<file path="config.mk">
export PLATFORM = sky130hd
export DESIGN_NAME = rgb_to_hsv_converter_core
export DESIGN_NICKNAME = d
export VERILOG_FILES = /design/src/rtl/core/rth_pkg.sv /design/src/rtl/core/rth_front.sv /design/src/rtl/core/rth_cell.sv /design/src/rtl/core/rth_tail.sv /design/src/rtl/core/rgb_to_hsv_converter_core.sv
export SDC_FILE = /design/constraint.sdc
export NUM_CORES = 1
export LEC_CHECK = 0
export ABC_CLOCK_PERIOD_IN_PS = 5900
export BUFFER_PORTS_ARGS = -buffer_cell sky130_fd_sc_hd__buf_4
export CORE_UTILIZATION = 56
export DETAILED_ROUTE_END_ITERATION = 16
export PLACE_DENSITY = 0.71
export SYNTH_ARGS = -nofsm -noshare
export SYNTH_HDL_FRONTEND = slang
export SYNTH_SLANG_ARGS = --single-unit
</file>
<file path="constraint.sdc">
create_clock -name clk -period 5.9 [get_ports clk]
set_input_delay 1.18 -clock clk [delete_from_list [all_inputs] [get_ports clk]]
set_output_delay 1.18 -clock clk [all_outputs]
set_load 0.02 [all_outputs]
</file>
<file path="src/rtl/core/rth_pkg.sv">
`timescale 1ns / 1ps

package rth_pkg;

    localparam int CHANNEL_BITS  = 8;
    localparam int HUE_FRAC_BITS = 6;
    localparam int HUE_BITS      = 9 + HUE_FRAC_BITS;
    // Hue term 60 * 2^F * diff / delta never exceeds 60 * 2^F.
    localparam int HUE_QUO_BITS  = 6 + HUE_FRAC_BITS;
    localparam int DIV_STEPS     = (CHANNEL_BITS > HUE_QUO_BITS) ? CHANNEL_BITS : HUE_QUO_BITS;
    localparam int NUM_BITS      = CHANNEL_BITS + DIV_STEPS;

    localparam logic [CHANNEL_BITS-1:0] CHANNEL_MAX = '1;
    localparam logic [HUE_QUO_BITS-1:0] HUE_SCALE   = HUE_QUO_BITS'(60 * (1 << HUE_FRAC_BITS));
    localparam logic [HUE_BITS-1:0]     HUE_120     = HUE_BITS'(120 * (1 << HUE_FRAC_BITS));
    localparam logic [HUE_BITS-1:0]     HUE_240     = HUE_BITS'(240 * (1 << HUE_FRAC_BITS));
    localparam logic [HUE_BITS-1:0]     HUE_360     = HUE_BITS'(360 * (1 << HUE_FRAC_BITS));

    typedef enum logic [1:0] {
        SECTOR_RED   = 2'd0,
        SECTOR_GREEN = 2'd1,
        SECTOR_BLUE  = 2'd2
    } sector_t;

    typedef struct packed {
        logic [CHANNEL_BITS-1:0] red;
        logic [CHANNEL_BITS-1:0] green;
        logic [CHANNEL_BITS-1:0] blue;
    } pixel_t;

    typedef struct packed {
        logic [HUE_BITS-1:0]     hue;
        logic [CHANNEL_BITS-1:0] saturation;
        logic [CHANNEL_BITS-1:0] value;
        logic                    hue_undefined;
    } hsv_t;

    // Working data handed from one divider cell to the next.
    typedef struct packed {
        logic [CHANNEL_BITS-1:0] sat_rem;
        logic [DIV_STEPS-1:0]    sat_low;
        logic [DIV_STEPS-1:0]    sat_quo;
        logic [CHANNEL_BITS-1:0] hue_rem;
        logic [DIV_STEPS-1:0]    hue_low;
        logic [DIV_STEPS-1:0]    hue_quo;
        logic [CHANNEL_BITS-1:0] delta;
        logic [CHANNEL_BITS-1:0] value;
        logic                    hue_neg;
        logic                    undefined;
        sector_t                 sector;
    } cell_data_t;

endpackage

</file>
<file path="src/rtl/core/rth_front.sv">
`timescale 1ns / 1ps

module rth_front
    import rth_pkg::*;
(
    input  logic       clk,
    input  logic       rst_n,
    input  logic       up_valid,
    output logic       up_stall,
    input  pixel_t     up_data,
    output logic       dn_valid,
    input  logic       dn_stall,
    output cell_data_t dn_data
);

    logic                    valid_reg;
    cell_data_t              data_reg;
    cell_data_t              data_next;
    logic [CHANNEL_BITS-1:0] hi;
    logic [CHANNEL_BITS-1:0] lo;
    logic [CHANNEL_BITS-1:0] delta;
    logic [CHANNEL_BITS-1:0] opa;
    logic [CHANNEL_BITS-1:0] opc;
    logic [CHANNEL_BITS-1:0] mag;
    logic                    neg;
    sector_t                 sector;
    logic [NUM_BITS-1:0]     sat_num;
    logic [NUM_BITS-1:0]     hue_num;

    assign up_stall = valid_reg && dn_stall;
    assign dn_valid = valid_reg;
    assign dn_data  = data_reg;

    always_comb
    begin
        hi = (up_data.red > up_data.green) ? up_data.red : up_data.green;
        hi = (hi > up_data.blue) ? hi : up_data.blue;
        lo = (up_data.red < up_data.green) ? up_data.red : up_data.green;
        lo = (lo < up_data.blue) ? lo : up_data.blue;
        delta = hi - lo;

        // red wins ties over green, green over blue
        if (up_data.red >= hi)
        begin
            sector = SECTOR_RED;
            opa    = up_data.green;
            opc    = up_data.blue;
        end
        else if (up_data.green >= hi)
        begin
            sector = SECTOR_GREEN;
            opa    = up_data.blue;
            opc    = up_data.red;
        end
        else
        begin
            sector = SECTOR_BLUE;
            opa    = up_data.red;
            opc    = up_data.green;
        end
        neg = opa < opc;
        mag = neg ? (opc - opa) : (opa - opc);

        sat_num = NUM_BITS'(delta) * NUM_BITS'(CHANNEL_MAX);
        hue_num = NUM_BITS'(mag) * NUM_BITS'(HUE_SCALE);

        data_next.sat_rem   = sat_num[NUM_BITS-1 -: CHANNEL_BITS];
        data_next.sat_low   = sat_num[DIV_STEPS-1:0];
        data_next.sat_quo   = '0;
        data_next.hue_rem   = hue_num[NUM_BITS-1 -: CHANNEL_BITS];
        data_next.hue_low   = hue_num[DIV_STEPS-1:0];
        data_next.hue_quo   = '0;
        data_next.delta     = delta;
        data_next.value     = hi;
        data_next.hue_neg   = neg;
        data_next.undefined = (delta == '0);
        data_next.sector    = sector;
    end

    always_ff @(posedge clk or negedge rst_n)
    begin
        if (!rst_n)
        begin
            valid_reg <= 1'b0;
        end
        else if (!up_stall)
        begin
            valid_reg <= up_valid;
        end
    end

    always_ff @(posedge clk)
    begin
        if (up_valid && !up_stall)
        begin
            data_reg <= data_next;
        end
    end

endmodule

</file>
<file path="src/rtl/core/rth_cell.sv">
`timescale 1ns / 1ps

module rth_cell
    import rth_pkg::*;
(
    input  logic       clk,
    input  logic       rst_n,
    input  logic       up_valid,
    output logic       up_stall,
    input  cell_data_t up_data,
    output logic       dn_valid,
    input  logic       dn_stall,
    output cell_data_t dn_data
);

    logic                    valid_reg;
    cell_data_t              data_reg;
    cell_data_t              data_next;
    logic [CHANNEL_BITS:0]   sat_cat;
    logic [CHANNEL_BITS:0]   hue_cat;
    logic                    sat_ge;
    logic                    hue_ge;
    logic [CHANNEL_BITS:0]   sat_diff;
    logic [CHANNEL_BITS:0]   hue_diff;

    assign up_stall = valid_reg && dn_stall;
    assign dn_valid = valid_reg;
    assign dn_data  = data_reg;

    // One restoring division step on each lane: saturation over value, hue over delta.
    always_comb
    begin
        data_next = up_data;

        sat_cat  = {up_data.sat_rem, up_data.sat_low[DIV_STEPS-1]};
        sat_ge   = sat_cat >= {1'b0, up_data.value};
        sat_diff = sat_cat - {1'b0, up_data.value};
        data_next.sat_rem = sat_ge ? sat_diff[CHANNEL_BITS-1:0] : sat_cat[CHANNEL_BITS-1:0];
        data_next.sat_low = up_data.sat_low << 1;
        data_next.sat_quo = {up_data.sat_quo[DIV_STEPS-2:0], sat_ge};

        hue_cat  = {up_data.hue_rem, up_data.hue_low[DIV_STEPS-1]};
        hue_ge   = hue_cat >= {1'b0, up_data.delta};
        hue_diff = hue_cat - {1'b0, up_data.delta};
        data_next.hue_rem = hue_ge ? hue_diff[CHANNEL_BITS-1:0] : hue_cat[CHANNEL_BITS-1:0];
        data_next.hue_low = up_data.hue_low << 1;
        data_next.hue_quo = {up_data.hue_quo[DIV_STEPS-2:0], hue_ge};
    end

    always_ff @(posedge clk or negedge rst_n)
    begin
        if (!rst_n)
        begin
            valid_reg <= 1'b0;
        end
        else if (!up_stall)
        begin
            valid_reg <= up_valid;
        end
    end

    always_ff @(posedge clk)
    begin
        if (up_valid && !up_stall)
        begin
            data_reg <= data_next;
        end
    end

endmodule

</file>
<file path="src/rtl/core/rth_tail.sv">
`timescale 1ns / 1ps

module rth_tail
    import rth_pkg::*;
(
    input  logic       clk,
    input  logic       rst_n,
    input  logic       up_valid,
    output logic       up_stall,
    input  cell_data_t up_data,
    output logic       dn_valid,
    input  logic       dn_stall,
    output hsv_t       dn_data
);

    logic                    valid_reg;
    hsv_t                    data_reg;
    hsv_t                    data_next;
    logic [HUE_BITS-1:0]     quo;
    logic [HUE_BITS-1:0]     base;

    assign up_stall = valid_reg && dn_stall;
    assign dn_valid = valid_reg;
    assign dn_data  = data_reg;

    always_comb
    begin
        quo = HUE_BITS'(up_data.hue_quo[HUE_QUO_BITS-1:0]);

        case (up_data.sector)
            SECTOR_RED:   base = '0;
            SECTOR_GREEN: base = HUE_120;
            SECTOR_BLUE:  base = HUE_240;
            default:      base = '0;
        endcase

        // wrap a negative red-sector hue; a zero term stays at zero
        if (up_data.hue_neg && (up_data.sector == SECTOR_RED) && (quo != '0))
        begin
            base = HUE_360;
        end

        if (up_data.undefined)
        begin
            data_next.hue = '0;
        end
        else if (up_data.hue_neg)
        begin
            data_next.hue = base - quo;
        end
        else
        begin
            data_next.hue = base + quo;
        end

        data_next.saturation    = (up_data.value == '0) ? '0
                                                        : up_data.sat_quo[CHANNEL_BITS-1:0];
        data_next.value         = up_data.value;
        data_next.hue_undefined = up_data.undefined;
    end

    always_ff @(posedge clk or negedge rst_n)
    begin
        if (!rst_n)
        begin
            valid_reg <= 1'b0;
        end
        else if (!up_stall)
        begin
            valid_reg <= up_valid;
        end
    end

    always_ff @(posedge clk)
    begin
        if (up_valid && !up_stall)
        begin
            data_reg <= data_next;
        end
    end

endmodule

</file>
<file path="src/rtl/core/rgb_to_hsv_converter_core.sv">
`timescale 1ns / 1ps
// RGB to HSV converter, one pixel per request.
//
// Input channel: pixel_valid / pixel_stall carry a pixel_t request (red, green,
// blue, unsigned). A request is taken on a rising edge with pixel_valid high and
// pixel_stall low. Output channel: hsv_valid / hsv_stall carry an hsv_t request
// (hue in degrees with six fraction bits, saturation, value, hue_undefined).
//
// Throughput: one pixel per clock while pixel_stall is low. Structure: one front
// cell that finds max, min, sector and the two dividends, a chain of DIV_STEPS
// divider cells that each retire one quotient bit for the saturation and the
// hue lanes, and one tail cell that adds the sector offset, wraps negative hue
// and drives the output register.
//
// Each cell holds its own valid bit, so a bubble closes up: while the receiver
// stalls, new pixels keep entering until the chain is full. When every cell
// holds a request, pixel_stall follows hsv_stall. Reset clears all valid bits;
// no request is in flight afterwards. Payload registers are not reset.
module rgb_to_hsv_converter_core
    import rth_pkg::*;
(
    input  logic   clk,
    input  logic   rst_n,
    input  logic   pixel_valid,
    output logic   pixel_stall,
    input  pixel_t pixel,
    output logic   hsv_valid,
    input  logic   hsv_stall,
    output hsv_t   hsv
);

    // chain links: index 0 is the front cell output, DIV_STEPS the last divider
    logic       link_valid [DIV_STEPS+1];
    logic       link_stall [DIV_STEPS+1];
    cell_data_t link_data  [DIV_STEPS+1];

    rth_front u_front (
        .clk      (clk),
        .rst_n    (rst_n),
        .up_valid (pixel_valid),
        .up_stall (pixel_stall),
        .up_data  (pixel),
        .dn_valid (link_valid[0]),
        .dn_stall (link_stall[0]),
        .dn_data  (link_data[0])
    );

    // one cell per quotient bit, most significant first
    for (genvar i = 0; i < DIV_STEPS; i++)
    begin : g_cell
        rth_cell u_cell (
            .clk      (clk),
            .rst_n    (rst_n),
            .up_valid (link_valid[i]),
            .up_stall (link_stall[i]),
            .up_data  (link_data[i]),
            .dn_valid (link_valid[i+1]),
            .dn_stall (link_stall[i+1]),
            .dn_data  (link_data[i+1])
        );
    end

    rth_tail u_tail (
        .clk      (clk),
        .rst_n    (rst_n),
        .up_valid (link_valid[DIV_STEPS]),
        .up_stall (link_stall[DIV_STEPS]),
        .up_data  (link_data[DIV_STEPS]),
        .dn_valid (hsv_valid),
        .dn_stall (hsv_stall),
        .dn_data  (hsv)
    );

endmodule

</file>
==> results of run 1 <==
-- stage by stage --
step	std cells	setup TNS (ns)	worst slack, ns	utilization
floorplan	2920	-73.46	-4.61	-
global route	4207	-73.92	-4.57	0.680
detailed placement	4029	-91.00	-4.81	0.622
finish	4207	-65.79	-4.11	0.680
CTS	4176	-64.96	-3.96	0.664
global placement	4029	-86.38	-4.61	0.622
-- flip-flops by register name, indices dropped and copies added (netlist names) --
signal,flops
u_front.dn_valid,1
u_tail.dn_valid,1
u_tail.dn_data,32
g_cell.u_cell.dn_valid,12
g_cell.u_cell.dn_data,583
u_front.dn_data,47
-- final cells by class --
cell class,count,area share
flip-flops and latches,676,0.474
multi-input cells,1739,0.342
repair buffers,358,0.0679
clock buffers,100,0.0463
inverters,464,0.0412
well taps,846,0.0248
clock inverters,24,0.00439
-- metal layers --
layer | GRT usage | wire (microns) | vias up
met5 | 0 | 0 | -
li1 | - | - | 11100
met3 | 0.0264 | 2040 | 146
met1 | 0.230 | 26500 | 10800
met2 | 0.405 | 37200 | 381
met4 | 0.0826 | 2040 | 0
-- cell families after synthesis --
| family | count (synthesis) | share of synthesized area |
|---|---|---|
| fa+ha+maj | 376 | 0.146 |
| compound gates | 566 | 0.0985 |
| xor+xnor | 120 | 0.0296 |
| flops | 676 | 0.569 |
| mux | 74 | 0.0224 |
| buf+inv | 505 | 0.0540 |
| simple gates | 603 | 0.0805 |
-- cells in the mapped netlist (all sizes together), types with 3 or more instances --
cell type / instances
or2: 11
a21oi: 117
fa: 66
mux2i: 42
a31oi: 10
o31ai: 46
edfxtp: 662
nor3: 22
nand4: 39
a211oi: 12
xnor2: 66
nand2b: 25
a311oi: 21
o21ai: 227
clkbuf: 32
buf: 9
and3: 34
o211ai: 8
or3: 6
nand3: 19
o21bai: 20
nand2: 197
ha: 309
a21o: 37
a21boi: 40
mux2: 32
nor4: 6
and2: 20
nor2: 167
xor2: 54
inv: 464
o21a: 8
dfrtp: 14
nor2b: 46
nand3b: 3
-- worst register-to-register path, cell delays in order, from the launching register on --
cell and delay [ns]:
edfxtp_1 0.48, inv_1 0.17, ha_1 0.30, nor2b_1 0.33, nand2_1 0.17, nor2_1 0.17, nand3b_1 0.14, and3_1 0.25
or2_2 0.28, ha_1 0.34, a31oi_1 0.24, o21ai_1 0.15, a21o_1 0.19, a21oi_1 0.16, xor2_1 0.17, nor2_1 0.05
-- worst min-delay path by stage --
stage / start / end / cells past startpoint
after CTS: rst_n / g_cell[0].u_cell.dn_valid / 1
after global placement: g_cell[8].u_cell.dn_data[22] / g_cell[9].u_cell.dn_data[23] / 0
after detailed placement: u_front.dn_data[42] / g_cell[0].u_cell.dn_data[43] / 0
after floorplan: u_front.dn_data[0] / g_cell[0].u_cell.dn_data[0] / 0
final: g_cell[3].u_cell.dn_data[20] / g_cell[4].u_cell.dn_data[21] / 0
after global routing: rst_n / g_cell[0].u_cell.dn_valid / 1
-- what timing repair did --
action                                  CTS  global route
resized for setup                        76           147
endpoints found under the setup margin   28            28
setup buffers                            28            33
hold buffers                              0             0
cloned                                    1             0
pin swaps                                50           106
==> results.toml, run 1 <==
[sta]
rsz0062_at_grt = "true"
relSlewSlack = 0.271
setup-violations-final = 26
hold_ws_ns = 0.403
hold_viol_final = 0
worst_slew_pin_slew_ns = 1.09
finClkSkew_ns = 0.0243
fmax_mhz = 99.9
maxSlewViolCount = 0
setup_ws_ns = -4.11
min_period_ns = 10.01
fin_crit_sh = 1.70

[synthesis]
synth_seq_cells = 676
post-synth-top-area-fraction = 0.559
synth.distinct_cells = 73
syn_avg_cell_area_sq_um = 12.2
synth_area_leaders = "edfxtp_1 56%, ha_1 11%, inv_1 4.9%"
yosysSeqAreaShare = 0.569
synth_edf_count = 662
synthCells = 2920
syn_nets = 3323
syn-cell-area_sq_um = 35600
synth_ff_type = "edfxtp_1"
yosys_warnings = 0
yosysTopAreaCell = "edfxtp_1"
async_reset_ff_frac = 0.0207

[worst_setup_path]
r2r-end = "u_tail.dn_data[31]"
reg2regPathDepth = 15
path_buf_inv = 7
crit_cells = 48
critical_path_arrival_ns = 10.34
r2r_slack_ns = 2.04
critical_path.startpoint = "pixel[14]"
crit_slowest_cell = "fa_1"
cp_common_cell = "ha_4"
critPathMaxStageDelay_ns = 0.55
endpoint = "u_front.dn_data[50]"
cp_max_fo = 6
r2r_start = "g_cell[11].u_cell.dn_data[20]"
crit_family = "adder cells"
worst-endpoint-required_ns = 6.23
critPathKind = "primary input to register"
critPathCaptureType = "register"
critPathLaunchType = "primary input"

[floorplan]
die_x_microns = 254
dieArea_sq_um = 64500
core_sq_um = 62900
rows = 92
start_util = 0.566
io_pins = 62
die_h_microns = 254

[final_layout]
multi_input_area_sq_um = 14600
finalNetCount = 3712
fillers = 4367
area_delta_synth_final_pct = 20.1
final_cell_mix = "662 x edfxtp_1, 432 x inv_1, 322 x buf_4, 274 x ha_1, 207 x o21ai_0"
final_common_cell = "edfxtp_1"
layout-drive-gt1-share = 0.204
antenna_cells = 0
seqCellArea_sq_um = 20200
stdcell_area_sq_um = 42700

[placement]
place_area_sq_um = 39100
place_hpwl_mm = 50.8
place.gp.congestion = 0.878
port-buffer-count = 61

[run_status]
status = "finished, violations left"
violations = "negative setup slack"

[drt]
wl_mm = 67.8
num_vias = 22400
antenna_left = 0
first_pass_iters = 5
vias_per_cell = 5.33
avgRoutedWirePerCell_microns = 16.1
drc = 0
first_iter_violations = 987

[cts]
clk_latency_ns = 0.59
cts_made_buffers = 70
cts_tree = "yes"
cts_max_path_buffers = 3
cts.clk_slew.worst_paths_ns = 0.06
cts.sinks = 676
htreeDepth = 3
cts_root_buffer = "clkbuf_16"

[global_route]
grt_max_degree = 55
track_usage = 0.210
grt_pass1_wl_mm = 108
antenna_found_initial = 0
grt_overflow = 0
grt_pass1_vias = 23000

[hold_path]
hp-class = "register to register"

[flow_run]
drv_cap = 0
Power of run 1 is left out: the tool's default activity adds up to more than one toggle a clock period on the data nets, which glitch-free logic cannot reach.
==> run 2: changes to the inputs <==
--- a/config.mk
+++ b/config.mk
@@ -5,11 +5,11 @@
 export SDC_FILE = /design/constraint.sdc
 export NUM_CORES = 1
 export LEC_CHECK = 0
-export ABC_CLOCK_PERIOD_IN_PS = 5900
+export ABC_CLOCK_PERIOD_IN_PS = 8700
 export BUFFER_PORTS_ARGS = -buffer_cell sky130_fd_sc_hd__buf_4
 export CORE_UTILIZATION = 56
 export DETAILED_ROUTE_END_ITERATION = 16
-export PLACE_DENSITY = 0.71
+export PLACE_DENSITY = 0.74
 export SYNTH_ARGS = -nofsm -noshare
 export SYNTH_HDL_FRONTEND = slang
 export SYNTH_SLANG_ARGS = --single-unit
==> constraint.sdc (replaced) <==
create_clock -name clk -period 8.7 [get_ports clk]
set_input_delay 1.74 -clock clk [delete_from_list [all_inputs] [get_ports clk]]
set_output_delay 1.74 -clock clk [all_outputs]
set_load 0.02 [all_outputs]
==> results.toml, run 2 (same netlist as run 1, synthesis figures left out) <==
[run_status]
status = "finished, violations left"
violations = "negative setup slack"

[floorplan]
io_pins = 62
start_util = 0.566
dieArea_sq_um = 64500
rows = 92
die_x_microns = 254
die_h_microns = 254
core_sq_um = 62900

[cts]
htreeDepth = 3
cts.clk_slew.worst_paths_ns = 0.06
hold_buffers = 0
cts_max_path_buffers = 3
cts_made_buffers = 69
cts_root_buffer = "clkbuf_16"
clk_latency_ns = 0.61
cts.sinks = 676
cts_tree = "yes"

[sta]
setup_ws_ns = -1.82
fin_crit_sh = 1.21
worst_slew_pin_slew_ns = 1.13
setup-violations-final = 15
tns_ns = -14.01
min_period_ns = 10.52
relSlewSlack = 0.244
maxSlewViolCount = 0
rsz0062_at_grt = "true"
finClkSkew_ns = 0.0253
hold_viol_final = 0
fmax_mhz = 95.0

[final_layout]
antenna_cells = 0
area_delta_synth_final_pct = 19.6
fillers = 4388
stdcell_area_sq_um = 42500
largest_reg_flops = 583
layout-drive-gt1-share = 0.198
final_cells = 4197
finalNetCount = 3699
final_common_cell = "edfxtp_1"
final_cell_mix = "662 x edfxtp_1, 442 x inv_1, 317 x buf_4, 283 x ha_1, 211 x o21ai_0"

[worst_setup_path]
crit_slowest_cell = "fa_1"
critPathMaxStageDelay_ns = 0.54
critPathCaptureType = "register"
cp_max_fo = 6
r2r_slack_ns = 4.82
crit_family = "compound AO/OA/AOI/OAI gates"
critPathKind = "primary input to register"
worst-endpoint-required_ns = 9.03
path_buf_inv = 7
critPathLaunchType = "primary input"
critical_path_arrival_ns = 10.85

[drt]
num_vias = 22400
avgRoutedWirePerCell_microns = 15.9
first_iter_violations = 1051
first_pass_iters = 5
antenna_left = 0
wl_mm = 66.5
drc = 0
vias_per_cell = 5.33

[global_route]
track_usage = 0.210
grt.busiest_layer = "met2"
use_met1 = 0.223
met2_usage = 0.409
grt_pass1_vias = 23400
grtUsageMet3 = 0.0298
grt_pass1_wl_mm = 108
grt_max_degree = 55
grt_overflow = 0
antenna_found_initial = 0

[placement]
pre_cts_slack_ns = -2.56
port-buffer-count = 61
placed_cells = 4026
place_area_sq_um = 39000
place_hpwl_mm = 49.7
place.gp.congestion = 0.910

[hold_path]
hp-class = "register to register"

[flow_run]
drv_cap = 0
==> run 2: cell types whose count changed in the layout (fill, tap and decap cells not counted), sizes merged <==
| cell | previous run | this run |
|---|---|---|
| inv | 465 | 466 |
| buf | 358 | 346 |
| bufinv | 2 | 8 |
| clkinv | 21 | 25 |
| clkbuf | 100 | 86 |
| clkinvlp | 0 | 5 |
==> run 2: worst reg2reg max path, stage by stage, from the launching register on <==
cell and delay (ns):
edfxtp_1 0.47, inv_1 0.16, ha_1 0.30, nor2b_1 0.37
nand2_1 0.16, nor2_1 0.17, nand3b_1 0.13, and3_1 0.26
or2_2 0.28, ha_1 0.34, a31oi_1 0.26, o21ai_1 0.16
a21o_1 0.19, a21oi_1 0.17, xor2_1 0.16, nor2_1 0.05
==> run 2: worst paths after layout <==
kind,from,to,cells after the start
max reg2reg,g_cell[11].u_cell.dn_data[20],u_tail.dn_data[31],15
max in group asynchronous,rst_n,g_cell[3].u_cell.dn_valid,1
max,pixel[18],u_front.dn_data[50],47
min,g_cell[9].u_cell.dn_data[52],g_cell[10].u_cell.dn_data[53],0
min reg2reg,g_cell[9].u_cell.dn_data[52],g_cell[10].u_cell.dn_data[53],0
min in group asynchronous,rst_n,g_cell[4].u_cell.dn_valid,1
==> run 2: per-stage QoR <==
step	utilization	hold WS, ns
2_1_floorplan	-	0.400
3_3_place_gp	0.621	0.400
3_5_place_dp	0.621	0.405
4_1_cts	0.668	0.400
5_1_grt	0.677	0.411
6_report	0.677	0.411
==> run 2: layout make-up <==
cell class	instances	area, sq um	area share
Clock inverter	40	434	0.0102
Sequential cell	676	20200	0.476
Timing Repair Buffer	346	2740	0.0644
Multi-Input combinational cell	1739	14400	0.339
Clock buffer	86	1910	0.0448
Tap cell	846	1060	0.0249
Inverter	464	1760	0.0414
==> run 2: repair_timing <==
item,4_1_cts,5_1_grt
cloned,0,0
setup endpoints to repair,17,18
resized for setup,107,80
buffers inserted,28,24
pin swaps,72,101
==> run 2: metal layers <==
metal,vias up,wire length (microns)
li1,11100,-
met1,10800,25600
met2,393,36800
met3,156,1940
met4,0,2260
met5,-,0
Power of run 2 is left out for the same reason.
==> run 3: changes to the inputs <==
--- a/config.mk
+++ b/config.mk
@@ -8,8 +8,11 @@
 export ABC_CLOCK_PERIOD_IN_PS = 8700
 export BUFFER_PORTS_ARGS = -buffer_cell sky130_fd_sc_hd__buf_4
 export CORE_UTILIZATION = 56
+export CTS_BUF_LIST = sky130_fd_sc_hd__clkbuf_4
 export DETAILED_ROUTE_END_ITERATION = 16
 export PLACE_DENSITY = 0.74
+export RECOVER_POWER = 100
+export SKIP_LAST_GASP = 1
 export SYNTH_ARGS = -nofsm -noshare
 export SYNTH_HDL_FRONTEND = slang
 export SYNTH_SLANG_ARGS = --single-unit
==> results.toml, run 3 (same netlist as run 1, synthesis figures left out) <==
[final_layout]
layout-drive-gt1-share = 0.209
area_delta_synth_final_pct = 18.0
final_cell_mix = "662 x edfxtp_1, 446 x inv_1, 285 x ha_1, 267 x buf_4, 229 x clkbuf_4"
fillers = 4571
largest_reg_flops = 583
final_common_cell = "edfxtp_1"
finalNetCount = 3787
utilization = 0.668
seqCellArea_sq_um = 20200
multi_input_area_sq_um = 14300
final_cells = 4349

[cts]
cts.clk_slew.worst_paths_ns = 0.07
hold_buffers = 0
cts_tree = "yes"
clk_latency_ns = 0.96
cts_root_buffer = "clkbuf_4"
htreeDepth = 4
cts.sinks = 676
cts_made_buffers = 163
cts_max_path_buffers = 3

[worst_setup_path]
r2r_start = "u_tail.dn_valid"
r2r_slack_ns = 4.24
critPathKind = "primary input to register"
reg2regPathDepth = 1
critPathLaunchType = "primary input"
cp_common_cell = "ha_4"
crit_slowest_cell = "fa_1"
critPathMaxStageDelay_ns = 0.53
r2r-end = "u_tail.dn_data[24]"
cp_max_fo = 6
worst-endpoint-required_ns = 9.38
critPathCaptureType = "register"
critical_path_arrival_ns = 10.85

[global_route]
grt_pass1_vias = 24000
grt_overflow = 0
grt_max_degree = 55
track_usage = 0.213
antenna_found_initial = 2
grt_pass1_wl_mm = 110

[drt]
first_iter_violations = 901
vias_per_cell = 5.26
antenna_left = 0
num_vias = 22900
avgRoutedWirePerCell_microns = 15.4
drc = 0
wl_mm = 67.0
first_pass_iters = 5

[sta]
fmax_mhz = 98.3
worst_slew_pin_slew_ns = 4.76
min_period_ns = 10.17
setup_ws_ns = -1.47
tns_ns = -9.49
hold_ws_ns = 0.395
finClkSkew_ns = 0.0571
relSlewSlack = -2.20
hold_viol_final = 0
rsz0062_at_grt = "true"
fin_crit_sh = 1.17
setup-violations-final = 11
maxSlewViolCount = 676

[floorplan]
die_h_microns = 254
io_pins = 62
start_util = 0.566
dieArea_sq_um = 64500
core_sq_um = 62900
rows = 92
die_x_microns = 254

[hold_path]
hold_end = "g_cell[10].u_cell.dn_data[55]"
hp-class = "register to register"
hp-start = "g_cell[9].u_cell.dn_data[54]"
min_path_cells = 0

[placement]
port-buffer-count = 61
placed_cells = 4026
place_hpwl_mm = 49.7
place.gp.congestion = 0.910

[run_status]
status = "finished, violations left"
violations = "max-capacitance violations, max-slew violations, negative setup slack"

[flow_run]
drv_cap = 14
## run 3: worst max-delay path by stage
stage              start             endpoint  slack [ns]
3_5_place_dp    pixel[9]  u_front.dn_data[51]       -2.56
5_1_grt         pixel[8]  u_front.dn_data[50]       -1.74
6_report       pixel[10]  u_front.dn_data[50]       -1.47
2_1_floorplan  pixel[10]  u_front.dn_data[51]       -2.37
4_1_cts        pixel[15]  u_front.dn_data[51]       -1.25
3_3_place_gp   pixel[11]  u_front.dn_data[51]       -2.31
## run 3: layer usage
metal | track usage | vias to the layer above | share of wire
met5 | 0 | - | 0
met3 | 0.0434 | 152 | 0.032
met4 | 0.0924 | 0 | 0.030
li1 | - | 11400 | -
met2 | 0.410 | 436 | 0.55
met1 | 0.222 | 10900 | 0.39
## run 3: what timing repair did
action                                  4_1_cts  5_1_grt
pin swaps                                    63       87
gates resized for setup                      83       83
endpoints found under the setup margin       14       16
buffers inserted                             20       27
## run 3: final cells by class
type                            count  share of cell area
Clock inverter                     52             0.00897
Timing Repair Buffer              340              0.0603
Inverter                          464              0.0421
Sequential cell                   676               0.482
Clock buffer                      229              0.0410
Antenna cell                        3            0.000179
Tap cell                          846              0.0252
Multi-Input combinational cell   1739               0.340
## run 3: per-stage QoR
| step | setup WS, ns | instance area [sq um] |
|---|---|---|
| after floorplan | -2.37 | 35800 |
| after global placement | -2.31 | 39000 |
| after detailed placement | -2.56 | 39000 |
| after CTS | -1.25 | 41600 |
| after global routing | -1.74 | 42000 |
| final | -1.47 | 42000 |
## run 3: worst max-delay path, delay by kind of cell
family                     cells  cell delay (ns)
buffers and inverters          6             0.54
AOI/OAI and AO/OA             14             2.44
muxes                          5             1.35
adders and majority gates      7             2.34
xor gates and xnor gates       2             0.29
and+or+nand+nor               13             2.13
Power of run 3 is left out for the same reason.
